==> src/rtl/core/atsd_pkg.sv <==
`timescale 1ns / 1ps

package atsd_pkg;

    localparam int ANGLE_ITERATIONS_DEF = 16;
    localparam int ANGLE_ITER_MAX       = 24;
    localparam int ITER_IDX_W           = $clog2(ANGLE_ITER_MAX);

    localparam int RAW_W    = 16;
    localparam int FILT_W   = 24;
    localparam int SQ_W     = 48;
    localparam int ROOT_W   = 24;
    localparam int OPND_W   = 25;
    localparam int CORDIC_W = 28;
    localparam int ACC_W    = 26;
    localparam int ANG_W    = ACC_W - 8;
    localparam int ATAN_W   = 22;

    localparam int CFG_IDX_W  = 3;
    localparam int CFG_DATA_W = 17;

    localparam logic [16:0] COEF_RST    = 17'd13107;
    localparam logic [16:0] COEF_MAX    = 17'd65536;
    localparam logic [14:0] SHK_THR_RST = 15'd6144;
    localparam logic [15:0] SHK_INT_RST = 16'd600;
    localparam logic [14:0] TLT_THR_RST = 15'd6400;
    localparam logic [15:0] TLT_INT_RST = 16'd800;

    // 180 degrees in 1/65536 degree
    localparam logic signed [ACC_W-1:0] HALF_TURN = 26'sd11796480;

    typedef enum logic [CFG_IDX_W-1:0] {
        CFG_COEF    = 3'd0,
        CFG_SHK_THR = 3'd1,
        CFG_SHK_INT = 3'd2,
        CFG_TLT_THR = 3'd3,
        CFG_TLT_INT = 3'd4
    } t_cfg_idx;

    typedef struct packed {
        logic              start;
        logic [SQ_W-1:0]   radicand;
    } t_sqrt_req;

    typedef struct packed {
        logic              done;
        logic [ROOT_W-1:0] root;
    } t_sqrt_stat;

    typedef struct packed {
        logic                     start;
        logic signed [OPND_W-1:0] y;
        logic signed [OPND_W-1:0] x;
    } t_cordic_req;

    typedef struct packed {
        logic                    done;
        logic signed [ANG_W-1:0] angle;
    } t_cordic_stat;

    // arctangent of 2^-i in 1/65536 degree
    function automatic logic [ATAN_W-1:0] atan_entry(input logic [ITER_IDX_W-1:0] idx);
        logic [ATAN_W-1:0] v;
        unique case (idx)
            5'd0:  v = 22'd2949120;
            5'd1:  v = 22'd1740967;
            5'd2:  v = 22'd919879;
            5'd3:  v = 22'd466945;
            5'd4:  v = 22'd234379;
            5'd5:  v = 22'd117304;
            5'd6:  v = 22'd58666;
            5'd7:  v = 22'd29335;
            5'd8:  v = 22'd14668;
            5'd9:  v = 22'd7334;
            5'd10: v = 22'd3667;
            5'd11: v = 22'd1833;
            5'd12: v = 22'd917;
            5'd13: v = 22'd458;
            5'd14: v = 22'd229;
            5'd15: v = 22'd115;
            5'd16: v = 22'd57;
            5'd17: v = 22'd29;
            5'd18: v = 22'd14;
            5'd19: v = 22'd7;
            5'd20: v = 22'd4;
            5'd21: v = 22'd2;
            5'd22: v = 22'd1;
            default: v = '0;
        endcase
        return v;
    endfunction

endpackage

==> src/rtl/core/atsd_cordic.sv <==
`timescale 1ns / 1ps

module atsd_cordic #(
    parameter int ANGLE_ITERATIONS = atsd_pkg::ANGLE_ITERATIONS_DEF
) (
    input  logic                   i_clk,
    input  logic                   i_rst_n,
    input  atsd_pkg::t_cordic_req  i_req,
    output atsd_pkg::t_cordic_stat o_stat
);
    localparam int CW     = atsd_pkg::CORDIC_W;
    localparam int ACC_W  = atsd_pkg::ACC_W;
    localparam int ANG_W  = atsd_pkg::ANG_W;
    localparam int ATAN_W = atsd_pkg::ATAN_W;
    localparam int CNT_W  = atsd_pkg::ITER_IDX_W;
    localparam logic [CNT_W-1:0] LAST = CNT_W'(ANGLE_ITERATIONS - 1);

    logic                    r_busy;
    logic                    r_done;
    logic                    r_zero;
    logic [CNT_W-1:0]        r_cnt;
    logic signed [CW-1:0]    r_x;
    logic signed [CW-1:0]    r_y;
    logic signed [ACC_W-1:0] r_acc;

    logic signed [CW-1:0]    in_x;
    logic signed [CW-1:0]    in_y;
    logic signed [CW-1:0]    xs;
    logic signed [CW-1:0]    ys;
    logic signed [ACC_W-1:0] step;
    logic signed [ACC_W-1:0] acc_rnd;

    always_comb begin
        in_x    = CW'(i_req.x);
        in_y    = CW'(i_req.y);
        xs      = r_x >>> r_cnt;
        ys      = r_y >>> r_cnt;
        step    = $signed({{(ACC_W - ATAN_W){1'b0}}, atsd_pkg::atan_entry(r_cnt)});
        acc_rnd = r_acc + ACC_W'(128);
    end

    always_ff @(posedge i_clk) begin
        if (!i_rst_n) begin
            r_busy <= 1'b0;
            r_done <= 1'b0;
            r_cnt  <= '0;
        end else if (i_req.start) begin
            r_busy <= 1'b1;
            r_done <= 1'b0;
            r_cnt  <= '0;
        end else if (r_busy) begin
            r_cnt <= r_cnt + 1'b1;
            if (r_cnt == LAST) begin
                r_busy <= 1'b0;
                r_done <= 1'b1;
            end
        end
    end

    always_ff @(posedge i_clk) begin
        if (i_req.start) begin
            r_zero <= (i_req.x == '0) && (i_req.y == '0);
            // fold the left half plane onto the right
            if (i_req.x < 0) begin
                r_x   <= -in_x;
                r_y   <= -in_y;
                r_acc <= (i_req.y >= 0) ? atsd_pkg::HALF_TURN : -atsd_pkg::HALF_TURN;
            end else begin
                r_x   <= in_x;
                r_y   <= in_y;
                r_acc <= '0;
            end
        end else if (r_busy) begin
            if (r_y > 0) begin
                r_x   <= r_x + ys;
                r_y   <= r_y - xs;
                r_acc <= r_acc + step;
            end else begin
                r_x   <= r_x - ys;
                r_y   <= r_y + xs;
                r_acc <= r_acc - step;
            end
        end
    end

    assign o_stat.done  = r_done;
    assign o_stat.angle = r_zero ? '0 : acc_rnd[ACC_W-1 -: ANG_W];

endmodule

==> config.mk <==
export PLATFORM = sky130hd
export DESIGN_NAME = atsd_cordic
export DESIGN_NICKNAME = d
export VERILOG_FILES = /design/src/rtl/core/atsd_pkg.sv /design/src/rtl/core/atsd_cordic.sv
export SDC_FILE = /design/constraint.sdc
export NUM_CORES = 1
export LEC_CHECK = 0
export BUFFER_PORTS_ARGS = -buffer_cell sky130_fd_sc_hd__buf_4
export CAP_MARGIN = 10
export CORE_MARGIN = 2
export CORE_UTILIZATION = 64
export CTS_CLUSTER_SIZE = 25
export DETAILED_ROUTE_END_ITERATION = 16
export PLACE_DENSITY = 0.9
export SLEW_MARGIN = 40
export SYNTH_ARGS = -nofsm -noshare
export SYNTH_HDL_FRONTEND = slang
export SYNTH_SLANG_ARGS = --single-unit
==> constraint.sdc <==
create_clock -name i_clk -period 7.4 [get_ports i_clk]
set_clock_uncertainty 0.15 [all_clocks]
set_input_delay 1.48 -clock i_clk [delete_from_list [all_inputs] [get_ports i_clk]]
set_output_delay 1.48 -clock i_clk [all_outputs]
set_load 0.01 [all_outputs]
==> run summary <==
Critical path cell sequence = buf_12, mux4_2, mux2_2, a22oi_1, o21ai_0, inv_1, ha_1, a21boi_0, nand3_1, nor3b_1, a21oi_1, xor2_1, ha_1, a21o_1, a21o_1, a21o_1, a221oi_1, o21ai_0, a41o_1, o211ai_1, o21ai_0, xnor2_1, nor2_1
Sink Count = 112
Max-slew violations = 0
Floorplan row count = 55
Slew HR = 41.9%
Post-synthesis mux area share = 14.8%
Post-Synth XOR/XNOR Area = 11.5%
Fmax = 0.152 GHz
Cell family with most CP delay = compound AO/OA/AOI/OAI gates
Slew @ Worst Pin = 0.869 ns
Clock root buffer = clkbuf_16
Final WS setup = 0.813 ns
Place WS = 0.815 ns
I/O Buffers = 71
I/O pin count = 72
Synth Area in Simple Gates = 18.1%
Unrepaired setup endpoints after global routing = no
CTS buffer count = 9
Share of cells above drive strength 1 = 13.7%
Max-Cap Viols = 0
Final period util = 89.0%
Die X-Extent = 156 um
WP depth = 23
Area contributors post-synth = edfxtp_1 17%, mux4_2 10%, ha_1 8.4%, xnor2_1 6.4%, xor2_1 4.9%
Yosys cell types = 94
Cells after synthesis = 1725
CTS clk-pin slew, worst paths = 0.09 ns
PwrDens = 551 mW/mm^2
Diode count = 0
Core Region = 0.0227 mm^2
Worst hold path type = register to register
Gr ovfl total = 0
Setup violations, final = 0
PostCTS Resize Cnt = 0
First-pass GRT wire length = 67200 um
Die Y-Extent = 156 um
GRT Total Usage = 34.7%
Worst vdd ir = 0.268 mV
Status = complete, no violations
Initial antenna violation count = 0
Period minus WS final = 6.59 ns
GP Congestion = 1.02
Crit-path max FO = 38
Fin. Hold Viols = 0
Synth Flop Type = edfxtp_1
Reg2Reg Setup Slack = 0.81 ns
Antenna-violating nets left = 0
Critical Path RT = 7.38 ns
Die ar. = 0.0244 mm^2
Seq cells post-synth = 112
Register area share after synthesis = 20.7%
H-Tree Depth = 3
R2r worst-path depth = 23
Worst-skew pair later-pin latency = 0.39 ns
Synth Cell Area = 0.0148 mm^2
Starting Density = 65.3%
Startpoint class of the critical path = register
Synth warn = 0
EDFF count, synth = 83
CTS tree = yes
Post-synth top cells = 157 x nor2_1, 153 x nand2_1, 127 x a21oi_1
Syn nets = 1880
DP Area = 0.0154 mm^2
Post-Syn Area per Cell = 8.59 um^2
Most frequent cell after synthesis = nor2_1
Final instance area = 0.0158 mm^2
Initial DRT Pass Iterations = 6
Synthesized-area fraction occupied by adder cells = 8.76%
Post-CTS Hold Buffers = 0
CP Class = register to register
Post-CTS Setup Repair Bufs = 0
Ys async rst share = 0%
Yosys top cell area share = 16.8%
Vias in the first global route = 13200
Post-layout nets = 1888
CP arrival = 6.56 ns
Final hold slack = 0.414 ns
Largest family of logic cells by synthesized area = compound AO/OA/AOI/OAI gates
Vias = 14000
Design Power = 8.69 mW
Area grow syn2layout = 6.37%
Drt drc = 0
Post-DP HPWL = 31800 um
WL/cell = 21.0 um
Crit path largest cell delay = 0.58 ns
Initial detailed-routing violation count = 1934
Final WL = 42600 um
Clk buf depth = 2
CP Capture Type = register
Vias per cell = 6.93
P_leak = 6.15 nW
Setup TNS = 0 ns
Slowest CP cell = dfxtp_4
WHS Path Cells = 2
Largest net degree at the start of global routing = 71
Critical path buffers and inverters = 2
Synth Area in Compound Gates = 21.7%
Area leader, netlist = edfxtp_1
## routing by layer
layer / GRT usage (%) / wire length [um] / vias up
met5: 0 / 0 / -
met4: 14.2 / 1600 / 0
met3: 8.72 / 4870 / 156
met2: 56.4 / 19500 / 808
met1: 44.3 / 16600 / 6568
li1: - / - / 6493
## registers in the layout, summed over array words and instances (netlist names)
signal,flops
r_cnt,5
r_zero,1
step,22
r_acc,26
r_busy,1
r_done,1
r_y,28
r_x,28
## stage by stage
stage / utilization (%) / cells
2_1_floorplan: - / 1725
3_3_place_gp: 67.8 / 2005
3_5_place_dp: 67.9 / 2006
4_1_cts: 69.3 / 2022
5_1_grt: 69.4 / 2023
6_report: 69.4 / 2023
## final timing paths
check,from,to
worst max register to register,r_cnt[1]$_SDFFE_PP0P_,r_x[27]$_DFFE_PP_
worst min-delay path,r_done$_SDFFE_PP0P_,r_done$_SDFFE_PP0P_
worst min register to register,r_done$_SDFFE_PP0P_,r_done$_SDFFE_PP0P_
worst max-delay path,r_cnt[1]$_SDFFE_PP0P_,r_x[27]$_DFFE_PP_
## tightest hold or removal path: stages, from the launching register on
cell	delay (ns)
dfxtp_1	0.40
a21oi_1	0.06
nor2_1	0.07
## cells by family after synthesis
family          after synthesis
buf+inv                     144
xor+xnor                    193
flops                       112
simple gates                550
mux                         126
fa+ha+maj                   102
compound gates              498
## where the power goes
| group | total [mW] | internal [mW] | switching (mW) |
|---|---|---|---|
| clock | 0.563 | 0.251 | 0.312 |
| sequential | 1.60 | 1.09 | 0.514 |
| combinational | 6.52 | 2.94 | 3.57 |
| total | 8.69 | 4.28 | 4.40 |
## cells in the final DEF (no fill, tap or decap), types with 10 or more instances in the layout
master / netlist / layout
nor2_1: 157 / 155
nand2_1: 153 / 153
a21oi_1: 127 / 127
o21ai_0: 117 / 117
xnor2_1: 109 / 109
ha_1: 99 / 99
buf_4: 14 / 87
xor2_1: 83 / 83
edfxtp_1: 83 / 83
mux4_2: 66 / 66
inv_1: 48 / 48
a21o_1: 34 / 34
nor3_1: 32 / 32
mux2i_1: 29 / 29
nand3_1: 28 / 28
mux2_2: 27 / 27
nand2b_1: 27 / 27
o31ai_1: 27 / 27
and3_1: 26 / 26
dfxtp_1: 29 / 26
o21a_1: 25 / 25
or3_1: 25 / 25
a31oi_1: 21 / 21
nor2b_1: 21 / 21
a211oi_1: 17 / 16
nor4_1: 12 / 12
nand4_1: 11 / 11
a21boi_0: 11 / 11
o22ai_1: 10 / 10
o21ai_1: 11 / 10
o211ai_1: 10 / 10
or2_2: 11 / 10
o41ai_1: 10 / 10
o21bai_1: 10 / 10
## final cells by class
cell class,instances,area (um^2)
multi-input combinational,1469,11100
fill,1782,6950
sequential,112,3080
timing repair buffer,89,688
tap,285,357
clock buffer,9,225
inverter,52,195
clock inverter,7,98.8
(Power assumes the default switching activity.)
