## src/rtl/core/atsd_pkg.sv

```systemverilog
`timescale 1ns / 1ps

package atsd_pkg;

    localparam int ANGLE_ITERATIONS_DEF = 16;
    localparam int ANGLE_ITER_MAX       = 24;
    localparam int ITER_IDX_W           = $clog2(ANGLE_ITER_MAX);

    localparam int RAW_W    = 16;
    localparam int FILT_W   = 24;
    localparam int SQ_W     = 48;
    localparam int ROOT_W   = 24;
    localparam int OPND_W   = 25;
    localparam int CORDIC_W = 28;
    localparam int ACC_W    = 26;
    localparam int ANG_W    = ACC_W - 8;
    localparam int ATAN_W   = 22;

    localparam int CFG_IDX_W  = 3;
    localparam int CFG_DATA_W = 17;

    localparam logic [16:0] COEF_RST    = 17'd13107;
    localparam logic [16:0] COEF_MAX    = 17'd65536;
    localparam logic [14:0] SHK_THR_RST = 15'd6144;
    localparam logic [15:0] SHK_INT_RST = 16'd600;
    localparam logic [14:0] TLT_THR_RST = 15'd6400;
    localparam logic [15:0] TLT_INT_RST = 16'd800;

    // 180 degrees in 1/65536 degree
    localparam logic signed [ACC_W-1:0] HALF_TURN = 26'sd11796480;

    typedef enum logic [CFG_IDX_W-1:0] {
        CFG_COEF    = 3'd0,
        CFG_SHK_THR = 3'd1,
        CFG_SHK_INT = 3'd2,
        CFG_TLT_THR = 3'd3,
        CFG_TLT_INT = 3'd4
    } t_cfg_idx;

    typedef struct packed {
        logic              start;
        logic [SQ_W-1:0]   radicand;
    } t_sqrt_req;

    typedef struct packed {
        logic              done;
        logic [ROOT_W-1:0] root;
    } t_sqrt_stat;

    typedef struct packed {
        logic                     start;
        logic signed [OPND_W-1:0] y;
        logic signed [OPND_W-1:0] x;
    } t_cordic_req;

    typedef struct packed {
        logic                    done;
        logic signed [ANG_W-1:0] angle;
    } t_cordic_stat;

    // arctangent of 2^-i in 1/65536 degree
    function automatic logic [ATAN_W-1:0] atan_entry(input logic [ITER_IDX_W-1:0] idx);
        logic [ATAN_W-1:0] v;
        unique case (idx)
            5'd0:  v = 22'd2949120;
            5'd1:  v = 22'd1740967;
            5'd2:  v = 22'd919879;
            5'd3:  v = 22'd466945;
            5'd4:  v = 22'd234379;
            5'd5:  v = 22'd117304;
            5'd6:  v = 22'd58666;
            5'd7:  v = 22'd29335;
            5'd8:  v = 22'd14668;
            5'd9:  v = 22'd7334;
            5'd10: v = 22'd3667;
            5'd11: v = 22'd1833;
            5'd12: v = 22'd917;
            5'd13: v = 22'd458;
            5'd14: v = 22'd229;
            5'd15: v = 22'd115;
            5'd16: v = 22'd57;
            5'd17: v = 22'd29;
            5'd18: v = 22'd14;
            5'd19: v = 22'd7;
            5'd20: v = 22'd4;
            5'd21: v = 22'd2;
            5'd22: v = 22'd1;
            default: v = '0;
        endcase
        return v;
    endfunction

endpackage

```

## src/rtl/core/atsd_isqrt.sv

```systemverilog
`timescale 1ns / 1ps

module atsd_isqrt (
    input  logic                   i_clk,
    input  logic                   i_rst_n,
    input  atsd_pkg::t_sqrt_req    i_req,
    output atsd_pkg::t_sqrt_stat   o_stat
);
    localparam int SQ_W   = atsd_pkg::SQ_W;
    localparam int ROOT_W = atsd_pkg::ROOT_W;
    localparam int REM_W  = ROOT_W + 2;
    localparam int CNT_W  = $clog2(ROOT_W);
    localparam logic [CNT_W-1:0] LAST = CNT_W'(ROOT_W - 1);

    logic              r_busy;
    logic              r_done;
    logic [CNT_W-1:0]  r_cnt;
    logic [SQ_W-1:0]   r_rad;
    logic [REM_W-1:0]  r_rem;
    logic [ROOT_W-1:0] r_root;

    logic [REM_W+1:0]  rem_sh;
    logic [REM_W+1:0]  trial;
    logic              fits;
    logic [REM_W+1:0]  rem_sub;

    // one root bit per cycle, two radicand bits shifted in
    always_comb begin
        rem_sh  = {r_rem, r_rad[SQ_W-1 -: 2]};
        trial   = {2'b00, r_root, 2'b01};
        fits    = (rem_sh >= trial);
        rem_sub = rem_sh - trial;
    end

    always_ff @(posedge i_clk) begin
        if (!i_rst_n) begin
            r_busy <= 1'b0;
            r_done <= 1'b0;
            r_cnt  <= '0;
        end else if (i_req.start) begin
            r_busy <= 1'b1;
            r_done <= 1'b0;
            r_cnt  <= '0;
        end else if (r_busy) begin
            r_cnt <= r_cnt + 1'b1;
            if (r_cnt == LAST) begin
                r_busy <= 1'b0;
                r_done <= 1'b1;
            end
        end
    end

    always_ff @(posedge i_clk) begin
        if (i_req.start) begin
            r_rad  <= i_req.radicand;
            r_rem  <= '0;
            r_root <= '0;
        end else if (r_busy) begin
            r_rad <= {r_rad[SQ_W-3:0], 2'b00};
            if (fits) begin
                r_rem  <= rem_sub[REM_W-1:0];
                r_root <= {r_root[ROOT_W-2:0], 1'b1};
            end else begin
                r_rem  <= rem_sh[REM_W-1:0];
                r_root <= {r_root[ROOT_W-2:0], 1'b0};
            end
        end
    end

    assign o_stat.done = r_done;
    assign o_stat.root = r_root;

endmodule

```

## config.mk

```make
export PLATFORM = sky130hd
export DESIGN_NAME = atsd_isqrt
export DESIGN_NICKNAME = d
export VERILOG_FILES = /design/src/rtl/core/atsd_pkg.sv /design/src/rtl/core/atsd_isqrt.sv
export SDC_FILE = /design/constraint.sdc
export NUM_CORES = 1
export LEC_CHECK = 0
export BUFFER_PORTS_ARGS = -buffer_cell sky130_fd_sc_hd__buf_2
export CAP_MARGIN = 5
export CORE_MARGIN = 3
export CORE_UTILIZATION = 48
export DETAILED_ROUTE_END_ITERATION = 6
export PLACE_DENSITY = 0.68
export REMOVE_ABC_BUFFERS = 1
export SLEW_MARGIN = 20
export SYNTH_ARGS = -nofsm -noshare
export SYNTH_HDL_FRONTEND = slang
export SYNTH_SLANG_ARGS = --single-unit
```

## constraint.sdc

```tcl
create_clock -name i_clk -period 3.9 [get_ports i_clk]
set_clock_uncertainty 0.2 [all_clocks]
set_input_delay 0.195 -clock i_clk [delete_from_list [all_inputs] [get_ports i_clk]]
set_output_delay 0.195 -clock i_clk [all_outputs]
set_load 0.02 [all_outputs]
```

==> flow_metrics.py, run 1 <==
metrics = {
    "timing": {
        "hold_violations": 0,
        "slew_violations": 0,
        "max_slew_margin": 0.350,
        "worst_pin_slew_ns": 0.973,
        "min_period_ns": 3.23,
        "max_freq_mhz": 310,
        "hold_ws_ns": 0.256,
        "rsz0062_at_grt": "false",
        "setup_viol": 0,
        "timing.setup.tns_ns": 0,
        "post-route-period-util": 0.828,
    },
    "final_layout": {
        "final_common_cell": "buf_2",
        "nFillCells": 957,
        "layout_common_cells": "buf_2 (74), nor2_1 (63), dfxtp_1 (56), dlygate4sd3_1 (49), edfxtp_1 (48)",
        "multi_input_area_um2": 2920,
        "n_antenna_cell": 0,
        "drive_above_1_share": 0.231,
        "layout.nets": 736,
        "seq_area_um2": 2580,
        "syn2layout_area_growth_pct": 21.8,
        "stdcell_count": 806,
    },
    "floorplan": {
        "core_area_um2": 11600,
        "die_x_um": 115,
        "top_level_ports": 76,
        "start_util": 0.498,
        "die_h_um": 115,
        "dieArea_um2": 13300,
        "rows": 39,
    },
    "status": {
        "status": "finished clean",
    },
    "worst_setup_path": {
        "cp-end-kind": "register",
        "cp_max_fo": 8,
        "startpoint_type": "register",
        "worstPathArrival_ns": 3.30,
        "worstSetupPathType": "reg2reg",
        "cp.required_ns": 3.97,
    },
    "yosys": {
        "postSynthCellCount": 544,
        "synthArstFlopShare": 0,
        "netlist-cell-type-count": 57,
        "synth_area_per_cell_um2": 10.6,
        "synth_top_flop_cell": "dfxtp_1",
        "synth_edf_count": 48,
        "yosysWarnings": 0,
        "synth-seq-cells": 105,
        "ys_seq_area_frac": 0.449,
        "synth_area_um2": 5750,
    },
    "routing": {
        "drc_errors": 0,
        "wl_per_cell_um": 15.1,
        "vias_per_cell": 5.44,
        "dr.pass1.iters": 4,
        "dr.first_iter.drc_count": 231,
        "wirelength_um": 12200,
        "postRouteAntennaNets": 0,
        "via_count": 4382,
    },
    "global_route": {
        "antenna_found_initial": 0,
        "first_global_vias": 4320,
        "track_usage": 0.192,
        "grt_max_degree": 73,
        "grt_overflow": 0,
        "grt_pass1_wl_um": 20600,
    },
    "cts": {
        "numCtsBuffers": 9,
        "clk_latency_ns": 0.36,
        "clock-root-buffer": "clkbuf_16",
        "postCtsResizedCells": 0,
        "clock_sinks": 105,
        "h-tree-depth": 3,
        "clock_path_buffers": 2,
        "cts_tree": "done",
        "postCtsSetupBuffers": 0,
        "cts.reportedPaths.clkPinSlew_ns": 0.07,
    },
    "worst_hold_path": {
        "hold_path_class": "in2reg",
    },
    "power": {
        "peakVddDrop_mv": 0.456,
        "power.leakage_nw": 2.89,
        "power_density_nw_per_um2": 635,
    },
    "placed_design": {
        "detailed_place_hpwl_um": 7790,
        "port_buffers": 75,
        "place.gp.congestion": 0.882,
        "place_inst": 741,
    },
    "job": {
        "drv_cap": 0,
    },
}
[timing repair]
action | 4_1_cts | 5_1_grt
endpoints found under the hold margin | 52 | 0
setup endpoints to repair | 0 | 0
hold buffers | 49 | 0
[path summary, 6_finish.rpt]
check             from        end  slack [ns]  cells past startpoint
max          r_root[5]   r_rem[1]        0.67                     10
min          i_req[48]   r_rad[1]        0.26                      2
max reg2reg  r_root[5]   r_rem[1]        0.67                     10
min reg2reg  r_rem[25]  r_rem[25]        0.27                      2
[power by group]
| group | switching, mW | internal (mW) | leakage [nW] | total [mW] |
|---|---|---|---|---|
| registers | 0.0844 | 1.30 | 0.949 | 1.38 |
| clock network | 0.426 | 0.461 | 0.148 | 0.887 |
| logic | 1.16 | 1.02 | 1.80 | 2.18 |
[per-stage QoR]
stage	setup slack (ns)	instance area [µm²]	utilization	power, mW
after CTS	0.631	7010	0.606	4.47
after global routing	0.457	7010	0.606	4.75
after floorplan	-0.00884	5640	-	3.08
after detailed placement	0.649	6230	0.539	3.52
after global placement	0.737	6230	0.539	3.50
final	0.671	7010	0.606	4.45
[critical path: stages (launching register included)]
cell	delay (ns)
dfxtp_1	0.37
inv_1	0.06
ha_1	0.36
a21o_1	0.21
or3_4	0.34
o21ai_4	0.21
o221ai_4	0.19
a2111oi_4	0.46
o21ba_1	0.41
nand2_2	0.09
a311oi_2	0.25
[registers in the layout, summed over array words and instances (netlist names)]
register / count
r_rem: 26
r_done: 1
r_rad: 48
r_root: 24
r_cnt: 5
r_busy: 1
[kinds of logic (layout without fill, tap and decap cells)]
kind of cell	count (synthesis)	in the layout	share of synthesized area
and+or+nand+nor	130	130	0.104
AOI/OAI and AO/OA	106	106	0.140
adders and majority gates	27	27	0.0587
DFF	105	105	0.449
muxes	91	91	0.168
xor gates and xnor gates	24	24	0.0365
buffers and inverters	61	180	0.0433
[layout make-up]
cell class / instances / area share
Clock buffer: 10 / 0.0341
Clock inverter: 6 / 0.00678
Inverter: 35 / 0.0187
Multi-Input combinational cell: 378 / 0.417
Sequential cell: 105 / 0.369
Tap cell: 143 / 0.0255
Timing Repair Buffer: 129 / 0.129
[cells in the mapped netlist (10+ instances only)]
master	number	area [µm²]
mux2i_1	45	450
nand2_1	22	82.6
inv_1	35	131
a21oi_1	18	90.1
mux2_2	46	518
ha_1	27	338
nor2_1	63	236
o21ai_0	10	50.1
edfxtp_1	48	1440
dfxtp_1	57	1140
clkbuf_1	14	52.6
a211oi_1	20	150
xnor2_1	17	149
[layer usage]
metal | wire length [µm] | share of wire | up-vias | global-route usage
met5 | 0 | 0 | - | 0
li1 | - | - | 2200 | -
met1 | 5450 | 0.45 | 2051 | 0.240
met3 | 636 | 0.052 | 14 | 0.0627
met2 | 5970 | 0.49 | 117 | 0.321
met4 | 148 | 0.012 | 0 | 0.0556
Power figures use the tool's default switching activity.
==> run 2, diff against run 1 <==
Settings changed: PLACE_DENSITY 0.68 to 0.71.
Clock period 3.9 ns to 2.6 ns, I/O delays scaled along.
==> flow_metrics.py, run 2 (synthesis results as in run 1) <==
metrics = {
    "status": {
        "status": "finished, violations left",
        "failed_checks": "setup timing",
    },
    "global_route": {
        "first_global_vias": 5158,
        "track_usage": 0.229,
        "grt_pass1_wl_um": 24200,
        "grt_max_degree": 73,
        "antenna_found_initial": 0,
        "grt_overflow": 0,
    },
    "worst_setup_path": {
        "crit_path_cell_trace": "inv_2, ha_4, a21o_1, or3_4, o21ai_4, o221ai_4, a2111oi_4, buf_4, o21ba_4, buf_6, nand2b_1, a31o_1",
        "cp-end-kind": "register",
        "crit_start": "r_root[5]",
        "cp_max_fo": 4,
        "cp.required_ns": 2.65,
        "worst_path_max_delay_cell": "a2111oi_4",
        "worstPathArrival_ns": 2.90,
        "rr_startpoint": "r_root[5]",
        "startpoint_type": "register",
        "reg2reg_depth": 12,
        "critPathMaxStageDelay_ns": 0.40,
        "worstSetupPathType": "reg2reg",
    },
    "routing": {
        "via_count": 4995,
        "wirelength_um": 15000,
        "drc_errors": 0,
        "wl_per_cell_um": 16.3,
        "vias_per_cell": 5.42,
        "dr.first_iter.drc_count": 246,
        "postRouteAntennaNets": 0,
        "dr.pass1.iters": 4,
    },
    "placed_design": {
        "detailed_place_hpwl_um": 9660,
        "place.gp.congestion": 0.955,
        "port_buffers": 75,
        "place_inst": 849,
    },
    "timing": {
        "post-route-period-util": 1.09,
        "hold_violations": 0,
        "max_freq_mhz": 352,
        "slew_violations": 0,
        "finalWorstSetupSlack_ns": -0.242,
        "max_slew_margin": 0.509,
        "min_period_ns": 2.84,
        "rsz0062_at_grt": "true",
        "setup_viol": 27,
        "worst_pin_slew_ns": 0.733,
    },
    "floorplan": {
        "core_area_um2": 11600,
        "dieArea_um2": 13300,
        "top_level_ports": 76,
        "start_util": 0.498,
        "die_h_um": 115,
        "die_x_um": 115,
        "rows": 39,
    },
    "final_layout": {
        "multi_input_area_um2": 3150,
        "largest_register": "r_rad",
        "stdcell_count": 921,
        "final_common_cell": "buf_4",
        "n_antenna_cell": 0,
        "nFillCells": 835,
        "layout_common_cells": "buf_4 (111), buf_2 (74), nor2_1 (63), dlygate4sd3_1 (50), edfxtp_1 (48)",
        "drive_above_1_share": 0.405,
        "largest_reg_flops": 48,
        "seq_area_um2": 2600,
        "syn2layout_area_growth_pct": 42.6,
        "post-route-util": 0.710,
        "layout.nets": 851,
        "top_regs": "r_rad: 48 flops, r_rem: 26 flops, r_root: 24 flops",
    },
    "cts": {
        "cts_tree": "done",
        "clk_latency_ns": 0.35,
        "clock_path_buffers": 2,
        "clock_sinks": 105,
        "cts.reportedPaths.clkPinSlew_ns": 0.07,
        "h-tree-depth": 3,
        "clock-root-buffer": "clkbuf_16",
        "numCtsBuffers": 9,
    },
    "power": {
        "finalPower_mw": 8.27,
        "power.leakage_nw": 3.53,
        "power_density_nw_per_um2": 1010,
        "peakVddDrop_mv": 0.660,
    },
    "worst_hold_path": {
        "worstHoldStart": "r_done",
        "hold_depth": 2,
        "hold_path_class": "reg2reg",
    },
    "job": {
        "drv_cap": 0,
    },
}
## run 2: power breakdown
part           total, mW  internal (mW)  leakage (nW)  switching, mW
logic               4.85           2.65          2.44           2.20
registers           2.08           1.95         0.955          0.135
clock network       1.34          0.688         0.141          0.651
## run 2: worst max-delay path: cells and delay by family, from the launching register on
family                     cells  cell delay [ns]
and+or+nand+nor                2             0.39
AOI/OAI and AO/OA              6             1.28
buffers and inverters          3             0.33
adders and majority gates      1             0.20
DFF                            1             0.34
## run 2: per-layer routing
layer	routed length, µm	global-route usage	part of all wire	up-vias
met5	0	0	0	-
met4	215	0.0587	0.014	0
met3	724	0.0606	0.048	20
met2	7720	0.420	0.52	124
met1	6330	0.266	0.42	2404
li1	-	-	-	2447
## run 2: final timing paths
check / endpoint / slack, ns
worst max-delay path: r_rem[14] / -0.24
worst min-delay path: r_done / 0.26
worst max register to register: r_rem[14] / -0.24
worst min register to register: r_done / 0.26
## run 2: what timing repair did
item	CTS	global route
resized for setup	44	16
endpoints found under the hold margin	67	0
gates cloned	2	0
pin swaps	35	6
setup endpoints to repair	27	27
buffers inserted	3	1
hold buffers	50	0
## run 2: metrics by stage
stage | instance area [µm²] | setup WS [ns] | TNS (ns) | hold slack [ns]
after CTS | 8150 | -0.270 | -5.84 | 0.270
final | 8210 | -0.242 | -5.52 | 0.264
after detailed placement | 7080 | -0.390 | -8.02 | 0.165
after floorplan | 5640 | -1.31 | -77.79 | -0.00214
after global routing | 8210 | -0.333 | -7.94 | 0.302
after global placement | 7080 | -0.258 | -6.19 | 0.163
## run 2: final cells by class
type	instances	area share
clock inverters	6	0.00579
clock buffers	10	0.0291
multi-input cells	378	0.384
repair buffers	244	0.227
flip-flops and latches	105	0.317
well taps	143	0.0218
inverters	35	0.0160
